--- src/rtl/bfit_ram.sv ---
// ----------------------------------------------------------------------------
// bfit_ram
// Single-port-write, single-port-read RAM with registered read data.
// ----------------------------------------------------------------------------
module bfit_ram #(
	parameter int WIDTH = 8,
	parameter int DEPTH = 16
) (
	input  logic                     clk,
	input  logic                     we,
	input  logic [$clog2(DEPTH)-1:0] waddr,
	input  logic [WIDTH-1:0]         wdata,
	input  logic [$clog2(DEPTH)-1:0] raddr,
	output logic [WIDTH-1:0]         rdata
);
	logic [WIDTH-1:0] mem [DEPTH];

	always_ff @(posedge clk) begin
		if (we)
			mem[waddr] <= wdata;
		rdata <= mem[raddr];
	end
endmodule

--- config.mk ---
export PLATFORM = sky130hd
export DESIGN_NAME = bfit_ram
export DESIGN_NICKNAME = d
export VERILOG_FILES = /design/src/rtl/bfit_ram.sv
export SDC_FILE = /design/constraint.sdc
export NUM_CORES = 1
export LEC_CHECK = 0
export BUFFER_PORTS_ARGS = -buffer_cell sky130_fd_sc_hd__buf_2
export CORE_MARGIN = 1.5
export CORE_UTILIZATION = 54
export CTS_CLUSTER_DIAMETER = 120
export DETAILED_ROUTE_END_ITERATION = 10
export HOLD_SLACK_MARGIN = 0.08
export PLACE_DENSITY_LB_ADDON = 0.2
export SETUP_SLACK_MARGIN = 0.3
export SYNTH_ARGS = -nofsm -noshare
export SYNTH_HDL_FRONTEND = slang
export SYNTH_SLANG_ARGS = --single-unit
--- constraint.sdc ---
create_clock -name clk -period 2.1 [get_ports clk]
set_clock_uncertainty 0.2 [all_clocks]
set_input_delay 0.42 -clock clk [delete_from_list [all_inputs] [get_ports clk]]
set_output_delay 0.42 -clock clk [all_outputs]
set_load 0.03 [all_outputs]
[After elaboration in Yosys (flattened, before gate mapping)]
Memory sizes are Yosys's and may differ from the RTL's. A register that Yosys moved wholly into a read port is not among the register bits.
Index checks and enable logic that the tools add are counted.
Word-level totals
  memories kept: 1
  bits in writable memories: 128
  bits of input ports: 18
  output and inout port bits: 8
  word-level logic and storage cells: 3
  register bits: 0
Memory list
  mem: depth 16, width 8, rd ports 1, clocked after memory_dff 1, write ports 1, line 16  | logic [WIDTH-1:0] mem [DEPTH];
Operators by class
  mux-type cells: 2
Operators by type and width (count)
  1-bit 2-to-1 mux: 2

[Depth between registers and ports, before layout]
  depth in word-level cells: 2
  depth in mapped cells: 5
  depth with buffers taken out: 3

[Worst setup path before layout]
Ideal clock, no wire load.
  path kind: input-to-reg
  from: input waddr[2]
  to: memory mem[0][0] (enable)
  stages on the path: 2
  setup slack: -0.013 ns
  arrival: 1.530 ns
  path buffers: 0
  cell sequence: or3b_2 -> nor3_1
RTL lines
  from (decl): line 11  | input logic [$clog2(DEPTH)-1:0] waddr,
  to (decl): line 16
No word-level cell before the write port.

[Worst setup path in the final report]
  from: register rdata[4], read port of mem
  to: output rdata[4]
RTL lines
  from (decl): line 14  | output logic [WIDTH-1:0] rdata
No word-level cell between the ends.

==> flow_metrics.py <==
metrics = {
    "clock_network": {
        "h-tree-depth": 4,
        "cts-resized-gates": 0,
        "insertion_delay_ps": 510,
        "cts_buffers": 17,
        "root_buffer": "clkbuf_8",
        "cts_setup_buffers": 0,
        "holdBufCountCts": 1,
        "cts_buffer_depth": 2,
        "tritoncts": "built",
        "cts.clk_slew.worst_paths_ps": 60,
        "cts_sinks": 136,
    },
    "power_and_ir_drop": {
        "p_switching_w": 0.00130,
        "vdd_drop_max_v": 0.000589,
        "swShare_pct": 20.7,
        "power_frac_comb_pct": 5.1,
        "p_clk_share_pct": 46.2,
        "p_int_w": 0.00498,
        "p_leak_nw": 2.12,
        "pwr-share-seq_pct": 48.6,
        "power_density_nw_per_um2": 1020,
    },
    "cells_and_area": {
        "final_cell_mix": "128 x edfxtp_1, 25 x buf_2, 21 x buf_4, 18 x mux4_2",
        "drive_above_1_share_pct": 33.2,
        "final_cell_area_sq_um": 6180,
        "finalNetCount": 306,
        "num_antenna_cells": 0,
        "area_delta_synth_final_pct": 20.1,
        "final_common_cell": "edfxtp_1",
    },
    "die": {
        "fp.dieW_microns": 101,
        "ios": 26,
        "core_sq_um": 9240,
        "core.rowCount": 35,
        "initial_core_util_pct": 55.7,
        "dieArea_sq_um": 10100,
        "fp.dieH_microns": 101,
    },
    "worst_hold_path": {
        "hold_start": "wdata[1]",
        "min_to": "mem[5][1]",
        "worstHoldPathType": "input port to flip-flop",
        "worstHoldPathCells": 1,
    },
    "placement": {
        "portBuffers": 25,
        "place_congestion": 0.694,
        "dpl_cell_area_sq_um": 5580,
        "dp_hpwl_mm": 5.88,
    },
    "grt": {
        "grt_pass1_wl_mm": 14.9,
        "grt.overflow.total": 0,
        "gr-usage-met2_pct": 34.4,
        "busiest_layer": "met2",
        "grt_max_degree": 33,
        "grt_pass1_vias": 2540,
        "antenna_found_initial": 0,
        "use_met3_pct": 5.13,
        "grt_util_all_layers_pct": 21.9,
        "met1_usage_pct": 29.0,
    },
    "worst_setup_path": {
        "slowest_delay_ps": 370,
        "end_kind": "primary output",
        "r2r_cells": 3,
        "worstSetupPathType": "flip-flop to primary output",
        "cp-start-kind": "flip-flop",
        "path_max_fanout": 1,
        "reg2reg_to": "rdata[0]",
        "r2r_slack_ps": 410,
        "cpLargestDelayFamily": "flip-flops",
        "arrival_ps": 1090,
        "cp.buffers_inverters": 1,
        "worstPathRequired_ps": 1480,
        "r2r-start": "mem[2][0]",
        "cp_slowest_cell": "dfxtp_1",
        "path_cells": "buf_2",
    },
    "timing": {
        "drv_slew": 0,
        "max_slew.worst_pin.slew_ps": 395,
        "rsz0062_at_grt": "no",
        "setup-tns-final_ps": 0,
        "min_period_over_period_pct": 81.6,
        "timing.slew.headroom_pct": 73.6,
        "max_clock_freq_mhz": 583,
        "setup_violations": 0,
        "period_needed_ps": 1710,
        "finalHoldViolCount": 0,
    },
    "detailed_routing": {
        "drc": 0,
        "viasPerCell": 5.69,
        "vias": 2448,
        "routed_wl_mm": 9.71,
        "wl_per_cell_microns": 22.6,
        "drt_pass1_iterations": 4,
        "first_iter_violations": 209,
        "ant_nets": 0,
    },
    "synthesis": {
        "synth-seq-cells": 136,
        "synthCells": 229,
        "yosysWarnings": 0,
        "synth_top_area_share_pct": 74.7,
        "synth_area_per_cell_sq_um": 22.5,
        "synthesis.nets": 247,
        "ys_top_cells_by_area": "edfxtp_1 75%, mux4_2 7.9%, mux4_1 7.1%, dfxtp_1 3.1%, a22oi_1 2.3%",
        "synth_cell_types": 19,
        "yosysSeqAreaShare_pct": 77.8,
        "synth_top_cell_by_area": "edfxtp_1",
        "syn_area_sq_um": 5150,
    },
    "run_status": {
        "status": "completed",
    },
    "job": {
        "max_cap_violations": 0,
    },
}
flip-flops by register name (all words and copies together), names as in the netlist:
signal,count
mem,128
rdata,8
layer usage:
| layer | share of wire [%] | wire length, microns |
|---|---|---|
| met1 | 42 | 4060 |
| met2 | 50 | 4840 |
| met3 | 5.6 | 543 |
| met4 | 2.8 | 267 |
| met5 | 0 | 0 |
power by group through the flow:
| stage | clock (W) | sequential [W] | combinational, W |
|---|---|---|---|
| after floorplan | 0 | 0.00314 | 0.000155 |
| after global placement | 0 | 0.00311 | 0.000315 |
| after detailed placement | 0 | 0.00311 | 0.000322 |
| after CTS | 0.00295 | 0.00305 | 0.000328 |
| after global routing | 0.00307 | 0.00306 | 0.000352 |
| final | 0.00290 | 0.00305 | 0.000323 |
area by class of cell:
type,instances,area [sq um]
Fill cell,608,3060
Multi-Input combinational cell,83,1070
Tap cell,129,161
Clock inverter,14,173
Timing Repair Buffer,50,353
Sequential cell,136,4000
Clock buffer,18,418
stage by stage:
step                      setup WS [ps]  hold slack (ps)  util, %  cells  total power (W)
final                               386             96.9     66.9    430          0.00628
after global placement             62.8              452     60.4    397          0.00342
after CTS                           353             82.8     66.9    430          0.00633
after detailed placement           51.0              470     60.4    397          0.00343
after floorplan                     214              319        -    229          0.00329
after global routing                332             86.8     66.9    430          0.00648
cells in the mapped netlist:
cell type          n
clkdlybuf4s25_2    3
or3b_2             1
buf_6              3
dfxtp_1            8
nor2b_1            1
nand3_1            1
mux4_1            14
buf_2              3
buf_4              1
mux4_2            18
a22oi_1           16
edfxtp_1         128
nand2_1            9
nor3_1             4
nor2_1            13
and2_1             1
and2b_1            1
nand2b_1           2
nand3b_1           2
cells by family (layout without fill, tap and decap cells):
family          Yosys count  in the layout  share of synthesized area [%]
compound gates           16             16                           2.33
mux                      32             32                           15.0
flops                   136            136                           77.8
buf+inv                  10             82                           1.68
simple gates             35             35                           3.18
how the worst max path moves through the flow:
stage	to	slack, ps	cells past startpoint	from
6_report	rdata[4]	390	1	rdata[4]
3_3_place_gp	rdata[3]	60	5	raddr[0]
3_5_place_dp	rdata[3]	50	5	raddr[0]
2_1_floorplan	mem[3][0]	210	2	waddr[2]
4_1_cts	rdata[4]	350	1	rdata[4]
5_1_grt	rdata[4]	330	1	rdata[4]
Note: power is estimated with default switching activity, not from simulation.
